### src/hw/rtl/bpq_pkg.sv
// Package for the bounded priority queue: operation codes and the
// command group that the controller sends to the datapath.
// It depends on nothing else.
`default_nettype none
package bpq_pkg;

    typedef enum logic [1:0] {
        FUNC_ADD    = 2'd0,
        FUNC_REMOVE = 2'd1,
        FUNC_CLEAR  = 2'd2
    } func_t;

    localparam int DATA_W = 32;
    localparam int PRIO_W = 16;
    localparam int CNT_OUT_W = 5;

    typedef struct packed {
        logic capture;
        logic execute;
    } ctrl_cmd_t;

endpackage
`default_nettype wire

### src/hw/rtl/bpq_ctrl.sv
// Controller state machine of the bounded priority queue.
// It sequences capture, execution and result hand-off; it uses bpq_pkg.
`default_nettype none
module bpq_ctrl (
    input  wire logic               aclk,
    input  wire logic               aresetn,
    input  wire logic               s_tvalid,
    output logic                    s_tready,
    output logic                    m_tvalid,
    input  wire logic               m_tready,
    output bpq_pkg::ctrl_cmd_t      cmd
);

    typedef enum logic [2:0] {
        ST_IDLE = 3'b001,
        ST_EXEC = 3'b010,
        ST_OUT  = 3'b100
    } state_t;

    state_t state_reg;
    state_t state_next;

    always_comb begin
        state_next = state_reg;
        case (state_reg)
            ST_IDLE: begin
                if (s_tvalid) begin
                    state_next = ST_EXEC;
                end
            end
            ST_EXEC: begin
                state_next = ST_OUT;
            end
            ST_OUT: begin
                if (m_tready) begin
                    state_next = ST_IDLE;
                end
            end
            default: begin
                state_next = ST_IDLE;
            end
        endcase
    end

    always_ff @(posedge aclk) begin
        if (!aresetn) begin
            state_reg <= ST_IDLE;
        end else begin
            state_reg <= state_next;
        end
    end

    assign s_tready    = (state_reg == ST_IDLE);
    assign m_tvalid    = (state_reg == ST_OUT);
    assign cmd.capture = (state_reg == ST_IDLE) && s_tvalid;
    assign cmd.execute = (state_reg == ST_EXEC);

    a_accept_to_exec: assert property (@(posedge aclk) disable iff (!aresetn)
        (s_tvalid && s_tready) |=> cmd.execute)
        else $error("Accepted word was not executed in the next cycle.");

    a_exec_to_out: assert property (@(posedge aclk) disable iff (!aresetn)
        cmd.execute |=> (m_tvalid && !s_tready))
        else $error("Execution was not followed by a pending result.");

    a_out_holds: assert property (@(posedge aclk) disable iff (!aresetn)
        (m_tvalid && !m_tready) |=> (m_tvalid && !cmd.execute))
        else $error("Result was withdrawn before it was taken.");

endmodule
`default_nettype wire

### src/hw/rtl/bpq_datapath.sv
// Datapath of the bounded priority queue: a sorted shift-register array,
// the fill count and the result register. It uses bpq_pkg.
`default_nettype none
module bpq_datapath #(
    parameter int CAPACITY = 16
) (
    input  wire logic                              aclk,
    input  wire logic                              aresetn,
    input  wire bpq_pkg::ctrl_cmd_t                cmd,
    input  wire logic [1:0]                        in_func,
    input  wire logic signed [bpq_pkg::DATA_W-1:0] in_data,
    input  wire logic signed [bpq_pkg::PRIO_W-1:0] in_prio,
    output logic                                   res_valid,
    output logic signed [bpq_pkg::DATA_W-1:0]      res_data,
    output logic signed [bpq_pkg::PRIO_W-1:0]      res_prio,
    output logic                                   res_dropped,
    output logic [bpq_pkg::CNT_OUT_W-1:0]          res_count
);

    localparam int CW = $clog2(CAPACITY + 1);

    // Slot 0 holds the most urgent entry; priorities rise toward the top.
    logic signed [bpq_pkg::DATA_W-1:0] slot_data_reg [CAPACITY];
    logic signed [bpq_pkg::PRIO_W-1:0] slot_prio_reg [CAPACITY];
    logic signed [bpq_pkg::DATA_W-1:0] slot_data_next [CAPACITY];
    logic signed [bpq_pkg::PRIO_W-1:0] slot_prio_next [CAPACITY];
    logic [CW-1:0] cnt_reg;
    logic [CW-1:0] cnt_next;

    bpq_pkg::func_t                    op_func_reg;
    logic signed [bpq_pkg::DATA_W-1:0] op_data_reg;
    logic signed [bpq_pkg::PRIO_W-1:0] op_prio_reg;

    logic                              res_valid_reg;
    logic signed [bpq_pkg::DATA_W-1:0] res_data_reg;
    logic signed [bpq_pkg::PRIO_W-1:0] res_prio_reg;
    logic                              res_dropped_reg;
    logic [bpq_pkg::CNT_OUT_W-1:0]     res_count_reg;

    logic                              valid_next;
    logic signed [bpq_pkg::DATA_W-1:0] data_next;
    logic signed [bpq_pkg::PRIO_W-1:0] prio_next;
    logic                              dropped_next;

    logic [CAPACITY-1:0] le_mask;
    logic [CAPACITY-1:0] ins_mask;

    always_comb begin
        for (int j = 0; j < CAPACITY; j++) begin
            le_mask[j] = (CW'(j) < cnt_reg) && (slot_prio_reg[j] <= op_prio_reg);
        end
        for (int j = 0; j < CAPACITY; j++) begin
            if (j == 0) begin
                ins_mask[j] = !le_mask[j];
            end else begin
                ins_mask[j] = !le_mask[j] && le_mask[j-1];
            end
        end
    end

    always_comb begin
        slot_data_next = slot_data_reg;
        slot_prio_next = slot_prio_reg;
        cnt_next       = cnt_reg;
        valid_next     = 1'b0;
        data_next      = '0;
        prio_next      = '0;
        dropped_next   = 1'b0;
        case (op_func_reg)
            bpq_pkg::FUNC_ADD: begin
                // On a full queue the top slot falls off; when the newcomer
                // ranks above every held entry there is no slot to fill.
                slot_data_next[0] = ins_mask[0] ? op_data_reg : slot_data_reg[0];
                slot_prio_next[0] = ins_mask[0] ? op_prio_reg : slot_prio_reg[0];
                for (int j = 1; j < CAPACITY; j++) begin
                    if (le_mask[j]) begin
                        slot_data_next[j] = slot_data_reg[j];
                        slot_prio_next[j] = slot_prio_reg[j];
                    end else if (ins_mask[j]) begin
                        slot_data_next[j] = op_data_reg;
                        slot_prio_next[j] = op_prio_reg;
                    end else begin
                        slot_data_next[j] = slot_data_reg[j-1];
                        slot_prio_next[j] = slot_prio_reg[j-1];
                    end
                end
                if (cnt_reg == CW'(CAPACITY)) begin
                    dropped_next = 1'b1;
                end else begin
                    cnt_next = cnt_reg + 1'b1;
                end
            end
            bpq_pkg::FUNC_REMOVE: begin
                if (cnt_reg != '0) begin
                    valid_next = 1'b1;
                    data_next  = slot_data_reg[0];
                    prio_next  = slot_prio_reg[0];
                    for (int j = 0; j < CAPACITY - 1; j++) begin
                        slot_data_next[j] = slot_data_reg[j+1];
                        slot_prio_next[j] = slot_prio_reg[j+1];
                    end
                    cnt_next = cnt_reg - 1'b1;
                end
            end
            bpq_pkg::FUNC_CLEAR: begin
                cnt_next = '0;
            end
            default: begin
                cnt_next = cnt_reg;
            end
        endcase
    end

    always_ff @(posedge aclk) begin
        if (!aresetn) begin
            cnt_reg <= '0;
        end else if (cmd.execute) begin
            cnt_reg <= cnt_next;
        end
    end

    always_ff @(posedge aclk) begin
        if (cmd.capture) begin
            op_func_reg <= bpq_pkg::func_t'(in_func);
            op_data_reg <= in_data;
            op_prio_reg <= in_prio;
        end
        if (cmd.execute) begin
            slot_data_reg   <= slot_data_next;
            slot_prio_reg   <= slot_prio_next;
            res_valid_reg   <= valid_next;
            res_data_reg    <= data_next;
            res_prio_reg    <= prio_next;
            res_dropped_reg <= dropped_next;
            res_count_reg   <= bpq_pkg::CNT_OUT_W'(cnt_next);
        end
    end

    assign res_valid   = res_valid_reg;
    assign res_data    = res_data_reg;
    assign res_prio    = res_prio_reg;
    assign res_dropped = res_dropped_reg;
    assign res_count   = res_count_reg;

    a_count_bound: assert property (@(posedge aclk) disable iff (!aresetn)
        cnt_reg <= CW'(CAPACITY))
        else $error("Fill count exceeds the capacity.");

    a_clear_empties: assert property (@(posedge aclk) disable iff (!aresetn)
        (cmd.execute && op_func_reg == bpq_pkg::FUNC_CLEAR) |=> (cnt_reg == '0))
        else $error("Clear left entries in the queue.");

    a_pop_head: assert property (@(posedge aclk) disable iff (!aresetn)
        (cmd.execute && op_func_reg == bpq_pkg::FUNC_REMOVE && cnt_reg != '0)
        |=> (res_valid && res_prio == $past(slot_prio_reg[0])))
        else $error("Remove did not return the most urgent entry.");

    a_count_stable: assert property (@(posedge aclk) disable iff (!aresetn)
        !cmd.execute |=> $stable(cnt_reg))
        else $error("Fill count changed outside execution.");

endmodule
`default_nettype wire

### src/hw/rtl/bounded_priority_queue_top.sv
// A word is captured when accepted, executed in the EXEC state, and its result word is
// registered as the controller enters the output state. The controller handles one
// word at a time (capture, execute, result hand-off) and accepts no new word until the result is taken.
// Reset: aresetn is synchronous and active low; it empties the queue and idles the
// controller. Slot contents are not cleared and no clearing pass is needed.
`default_nettype none
module bounded_priority_queue_top #(
    parameter int CAPACITY = 16
) (
    input  wire logic        aclk,
    input  wire logic        aresetn,
    input  wire logic        s_tvalid,
    output logic             s_tready,
    // Fields from bit 0: item_data[31:0], item_priority[47:32].
    input  wire logic [47:0] s_tdata,
    // Fields from bit 0: func[1:0].
    input  wire logic [1:0]  s_tuser,
    output logic             m_tvalid,
    input  wire logic        m_tready,
    // Fields from bit 0: out_data[31:0], out_priority[47:32], dropped[48],
    // entry_count[53:49], zero fill[55:54].
    output logic [55:0]      m_tdata,
    // Fields from bit 0: out_valid[0].
    output logic [0:0]       m_tuser
);

    bpq_pkg::ctrl_cmd_t cmd;

    logic                              res_valid;
    logic signed [bpq_pkg::DATA_W-1:0] res_data;
    logic signed [bpq_pkg::PRIO_W-1:0] res_prio;
    logic                              res_dropped;
    logic [bpq_pkg::CNT_OUT_W-1:0]     res_count;

    bpq_ctrl u_ctrl (
        .aclk     (aclk),
        .aresetn  (aresetn),
        .s_tvalid (s_tvalid),
        .s_tready (s_tready),
        .m_tvalid (m_tvalid),
        .m_tready (m_tready),
        .cmd      (cmd)
    );

    bpq_datapath #(
        .CAPACITY (CAPACITY)
    ) u_datapath (
        .aclk        (aclk),
        .aresetn     (aresetn),
        .cmd         (cmd),
        .in_func     (s_tuser),
        .in_data     (s_tdata[31:0]),
        .in_prio     (s_tdata[47:32]),
        .res_valid   (res_valid),
        .res_data    (res_data),
        .res_prio    (res_prio),
        .res_dropped (res_dropped),
        .res_count   (res_count)
    );

    assign m_tdata = {2'b00, res_count, res_dropped, res_prio, res_data};
    assign m_tuser = res_valid;

endmodule
`default_nettype wire
### config.mk
export PLATFORM = sky130hd
export DESIGN_NAME = bounded_priority_queue_top
export DESIGN_NICKNAME = d
export VERILOG_FILES = /design/src/hw/rtl/bpq_pkg.sv /design/src/hw/rtl/bpq_ctrl.sv /design/src/hw/rtl/bpq_datapath.sv /design/src/hw/rtl/bounded_priority_queue_top.sv
export SDC_FILE = /design/constraint.sdc
export NUM_CORES = 2
export LEC_CHECK = 0
export ABC_AREA = 1
export BUFFER_PORTS_ARGS = -buffer_cell sky130_fd_sc_hd__buf_2
export CAP_MARGIN = 20
export CORE_ASPECT_RATIO = 1.5
export CORE_UTILIZATION = 60
export DETAILED_ROUTE_END_ITERATION = 12
export GPL_TIMING_DRIVEN = 0
export PLACE_DENSITY = 0.79
export SLEW_MARGIN = 20
export SYNTH_ARGS = -nofsm -noshare
export SYNTH_HDL_FRONTEND = slang
export SYNTH_HIERARCHICAL = 1
export SYNTH_SLANG_ARGS = --single-unit
### constraint.sdc
create_clock -name aclk -period 7.5 [get_ports aclk]
set_input_delay 1.125 -clock aclk [delete_from_list [all_inputs] [get_ports aclk]]
set_output_delay 1.125 -clock aclk [all_outputs]
set_load 0.01 [all_outputs]
After elaboration in Yosys (flattened, before gate mapping)
Cells that the tools add are included.

storage, ports and cells
  register bits = 881
  bits of input ports = 54
  output and inout bits = 59

cells by class
  $add $sub $neg = 2
  magnitude comparators = 32
  equal/unequal tests = 24
  multiplexer cells = 72
  bitwise logic cells = 1
  reductions and logical operators = 68

operators by type and width
  cell                                                                          number
  32-bit 2-to-1 mux                                                             30
  480-bit one-hot mux with 2 select lines                                       1
  16-bit 2-to-1 mux                                                             30
  480-bit 2-to-1 mux                                                            1
  240-bit one-hot mux with 2 select lines                                       1
  16-bit less-or-equal comparator                                               16
  240-bit 2-to-1 mux                                                            1
  4-bit AND reduction                                                           15
  4-bit by 5-bit less-than comparator with 1-bit output (first input constant)  8
  1-bit logical AND                                                             32
  2-bit inequality test (second input constant)                                 16
  3-bit by 5-bit less-than comparator with 1-bit output (first input constant)  4
  1-bit zero test                                                               15
  5-bit one-hot mux with 3 select lines                                         1
  1-bit by 5-bit less-than comparator with 1-bit output (first input constant)  2
  2-bit by 5-bit less-than comparator with 1-bit output (first input constant)  2
  5-bit 2-to-1 mux                                                              2
  3-bit one-hot mux with 3 select lines                                         1
  3-bit 2-to-1 mux                                                              2
  5-bit by 1-bit adder with 5-bit output (second input constant)                1
  5-bit equality test (second input constant)                                   1
  5-bit nonzero test                                                            1
  5-bit by 1-bit subtractor with 5-bit output (second input constant)           1
  2-bit by 1-bit inequality test with 1-bit output (second input constant)      2
  11 further kinds                                                              13

Depth between registers and ports, before layout
  depth in word-level cells = 7
  gate-level depth with buffers = 21
  gate-level depth less buffers = 19

By module
Netlist, hierarchy kept.

by module, submodules not included
  module                      times used  cells each  area an instance (sq um)  seq. area each (sq um)
  bpq_datapath                1           6826        53552.6                   26315.2
  bpq_ctrl                    1           24          158.9                     60.1
  bounded_priority_queue_top  1           4           26.3                      0.0

Least setup slack after synthesis
Ideal clock, no wire load.

  kind = register to register
  start point = register u_datapath/op_prio_reg[5] (netlist bit)
  end point = register u_datapath/slot_data_reg[0] (netlist bit), enable pin
  library setup time = 0.454 ns
  arrival time = 4.544 ns
  data required time = 7.046 ns
  path slack = 2.503 ns
  cell stages (with the launch flop) = 14
  path buffers = 2
  period minus slack after synthesis = 4.997 ns
  path through = edfxtp_1 inv_1 clkbuf_1 ha_1 a21oi_1 nor2_1 nor3_1 nand2_1 nand2_1 a21oi_1 o21ai_2 clkbuf_1 nand2_1 nor2_1

between the ends
  cells in the longest elaborated chain, start to end = 4

RTL lines
  what                                  RTL line             text
  from (decl)                           bpq_datapath.sv:32   logic signed [bpq_pkg::PRIO_W-1:0] op_prio_reg;
  from (signal assigned)                bpq_datapath.sv:126  op_prio_reg <= in_prio;
  16-bit less-or-equal comparator       bpq_datapath.sv:50   le_mask[j] = (CW'(j) < cnt_reg) && (slot_prio_reg[j] <= op_prio_reg);
  1-bit logical AND                     bpq_datapath.sv:50
  1-bit NOT (no source line)            --
  3-bit AND reduction (no source line)  --
  to (signal assigned)                  bpq_datapath.sv:129  slot_data_reg <= slot_data_next;
  to (decl)                             bpq_datapath.sv:23   logic signed [bpq_pkg::DATA_W-1:0] slot_data_reg [CAPACITY];

Every way passes these cells.
A chain may end at the register's enable or synchronous reset.

Final worst setup path
  start point = register u_datapath/op_prio_reg[11] (netlist bit)
  end point = register u_datapath/slot_data_reg[208] (netlist bit), enable pin

between the ends
  cells in the longest elaborated chain, start to end = 4

RTL lines
  what                                    RTL line
  16-bit less-or-equal comparator         bpq_datapath.sv:50
  1-bit logical AND                       bpq_datapath.sv:50
  2-bit inequality test (no source line)  --
  4-bit AND reduction (no source line)    --

Every way passes these cells.

==> results.sh <==
export IMPL_status="completed"
export IMPL_synth_adder_area_share_pct=6.03
export IMPL_maxSlewHeadroom_pct=26.1
export IMPL_post_place_ws_ps=3110
export IMPL_die_h_um=369
export IMPL_wirelength_um=149000
export IMPL_r2r_start="u_datapath/op_prio_reg[11]"
export IMPL_first_global_vias=46400
export IMPL_cp_required_ps=7870
export IMPL_vias=45300
export IMPL_final_hold_violation_count=0
export IMPL_design_die_area_um2=90800
export IMPL_dp_hpwl_um=119000
export IMPL_crit_type="reg -> reg"
export IMPL_synth_xor_area_share_pct=0
export IMPL_io_pins=113
export IMPL_yosys_most_used_dff="edfxtp_1"
export IMPL_grt_use_total_pct=33.1
export IMPL_syn_inst=6854
export IMPL_clock_skew_ps=19.9
export IMPL_synthDistinctLibCells=40
export IMPL_drive_gt1_share_pct=6.52
export IMPL_p_per_area_nw_per_um2=196
export IMPL_max_freq_ghz=0.220
export IMPL_io_buffers=110
export IMPL_synth_area_um2=53700
export IMPL_fill_cells=7698
export IMPL_yosys_area_top_type="edfxtp_1"
export IMPL_holdWs_ps=509
export IMPL_clock_latency_ps=680
export IMPL_drtIter0Drc=3635
export IMPL_synth_compound_area_share_pct=2.25
export IMPL_grt_overflow=0
export IMPL_end_kind="register"
export IMPL_synth_edf_count=873
export IMPL_tns_ps=0
export IMPL_syn2layout_area_growth_pct=9.65
export IMPL_worstHoldStart="u_ctrl/state_reg[2]"
export IMPL_diodes=0
export IMPL_synth_top_family_by_area="simple AND/OR/NAND/NOR gates"
export IMPL_wl_per_cell_um=18.0
export IMPL_post_route_cell_area_um2=58900
export IMPL_core_area_um2=88900
export IMPL_tightest_slew_ps=1110
export IMPL_antenna_found_initial=4
export IMPL_cap_viol_max_count=0
export IMPL_r2r_end="u_datapath/slot_data_reg[208]"
export IMPL_synth_simple_gate_area_share_pct=32.8
export IMPL_p_leak_nw=28.3
export IMPL_r2r_cells=15
export IMPL_gp_congestion=0.949
export IMPL_synth_top_area_share_pct=48.8
export IMPL_min_to="u_ctrl/state_reg[2]"
export IMPL_hold_path_depth=2
export IMPL_ctsHoldBuffers=0
export IMPL_clk_path_buf_depth=3
export IMPL_async_flop_share_pct=0
export IMPL_fin_cells=8301
export IMPL_grt_pass1_wl_um=236000
export IMPL_cts_htree_levels=3
export IMPL_period_share_pct=60.7
export IMPL_post_place_cells=8139
export IMPL_cts_root_buf="clkbuf_16"
export IMPL_synth_seq_cells=881
export IMPL_grt_max_degree=58
export IMPL_rsz0062_at_grt="no"
export IMPL_place_area_um2=56100
export IMPL_dr_pass1_iters=6
export IMPL_largest_register_ffs=512
export IMPL_cp_data_arrival_time_ps=4920
export IMPL_clkSlewWorstSetupHoldPaths_ps=60
export IMPL_cts_num_sinks=881
export IMPL_fin_nets=7387
export IMPL_drv_slew=0
export IMPL_cp_max_fo=32
export IMPL_antenna_left=0
export IMPL_start_util_pct=60.5
export IMPL_finalCriticalPeriod_ps=4550
export IMPL_synth_mux_area_share_pct=0
export IMPL_viasPerCell=5.46
export IMPL_hold_path_class="reg -> reg"
export IMPL_yosysWarnings=6
export IMPL_worstSetupStartpointType="register"
export IMPL_setup_viol=0
export IMPL_ir_drop_v=0.000282
export IMPL_drc=0
export IMPL_post_cts_buffers=0
export IMPL_cts_tree="yes"
export IMPL_seq_area_frac_synth_pct=49.1
export IMPL_cts_made_buffers=89
export IMPL_yosys_top_cells_area="edfxtp_1 (49%), nand2_1 (17%), nand3_1 (14%)"
export IMPL_syn_avg_cell_area_um2=7.84
export IMPL_worst_slack_ps=2950
export IMPL_cts_resized=0
export IMPL_ff2ff_setup_slack_ps=2950
export IMPL_die_x_um=246
export IMPL_rows=134
## cells in the final DEF (no fill, tap or decap), drive strengths merged, types with 4 or more instances in the layout
cell,count
nor2,158
o21ai,91
edfxtp,873
a21o,14
nand4,18
clkinv,39
dfxtp,8
o21bai,4
clkbuf,393
inv,880
nor3,17
ha,259
a21oi,106
nand2,2505
bufinv,6
buf,298
nand3,1460
## logic make-up (layout without fill, tap and decap cells)
logic type,count (synthesis),count (layout)
AOI/OAI and AO/OA,225,225
adders and majority gates,259,259
buffers and inverters,1326,1616
DFF,881,881
other,1,2
and+or+nand+nor,4162,4162
## cell type report
type / instances / area, µm² / area share, %
inverter: 880 / 3300 / 5.61
multi-input combinational: 4648 / 22100 / 37.5
tap: 1156 / 1450 / 2.45
clock inverter: 45 / 397 / 0.673
buffer: 446 / 2020 / 3.43
clock buffer: 117 / 2400 / 4.07
timing repair buffer: 128 / 911 / 1.55
sequential: 881 / 26400 / 44.8
## layer usage
metal	wire length [µm]	track usage (%)	up-vias
met4	11900	25.7	2
li1	-	-	22800
met2	75700	59.3	1649
met3	8230	4.48	509
met5	13	0	-
met1	53400	34.7	20400
## cell usage after synthesis, types with 7 or more instances
master,number
nand2_1,2499
nand3_1,1459
edfxtp_1,873
inv_1,866
clkbuf_1,276
ha_1,259
nor2_1,146
buf_2,104
a21oi_1,103
o21ai_0,81
buf_4,39
buf_1,20
nand4_1,18
a21o_1,14
nor3_1,14
inv_2,13
nor2_2,11
o21ai_1,9
dfxtp_1,8
buf_6,7
## critical path, stage by stage (launching register included)
cell and delay, ps:
edfxtp_1 380, inv_1 250, clkbuf_2 620, ha_1 380, a21oi_1 200, a21oi_1 110
nor2_1 270, nand2_1 90, nand2_1 60, nand3_1 110, nand2_1 310, buf_2 320
buf_2 330, o21ai_0 150, inv_2 360, buf_12 260
## where the power goes
part	leakage [nW]	switching, W	internal [W]
combinational	18.9	0.00114	0.000440
clock	1.36	0.00194	0.00246
sequential	7.96	0.0000415	0.00554
total	28.3	0.00312	0.00844
## through the flow
step / util [%] / total power, W
6_report: 66.3 / 0.0116
5_1_grt: 66.3 / 0.0119
4_1_cts: 66.3 / 0.0116
3_5_place_dp: 63.2 / 0.00723
3_3_place_gp: 62.7 / 0.00716
2_1_floorplan: - / 0.00671
## worst max path at each step
stage,end,cells past startpoint,startpoint
6_report,u_datapath/slot_data_reg[208],15,u_datapath/op_prio_reg[11]
5_1_grt,u_datapath/slot_data_reg[80],15,u_datapath/op_prio_reg[13]
4_1_cts,u_datapath/slot_data_reg[142],15,u_datapath/op_prio_reg[13]
3_5_place_dp,u_datapath/slot_data_reg[145],15,u_datapath/op_prio_reg[13]
3_3_place_gp,u_datapath/slot_data_reg[16],11,u_datapath/op_prio_reg[11]
2_1_floorplan,u_datapath/slot_data_reg[0],13,u_datapath/op_prio_reg[5]
No activity file was read; power rests on OpenSTA's default activity.
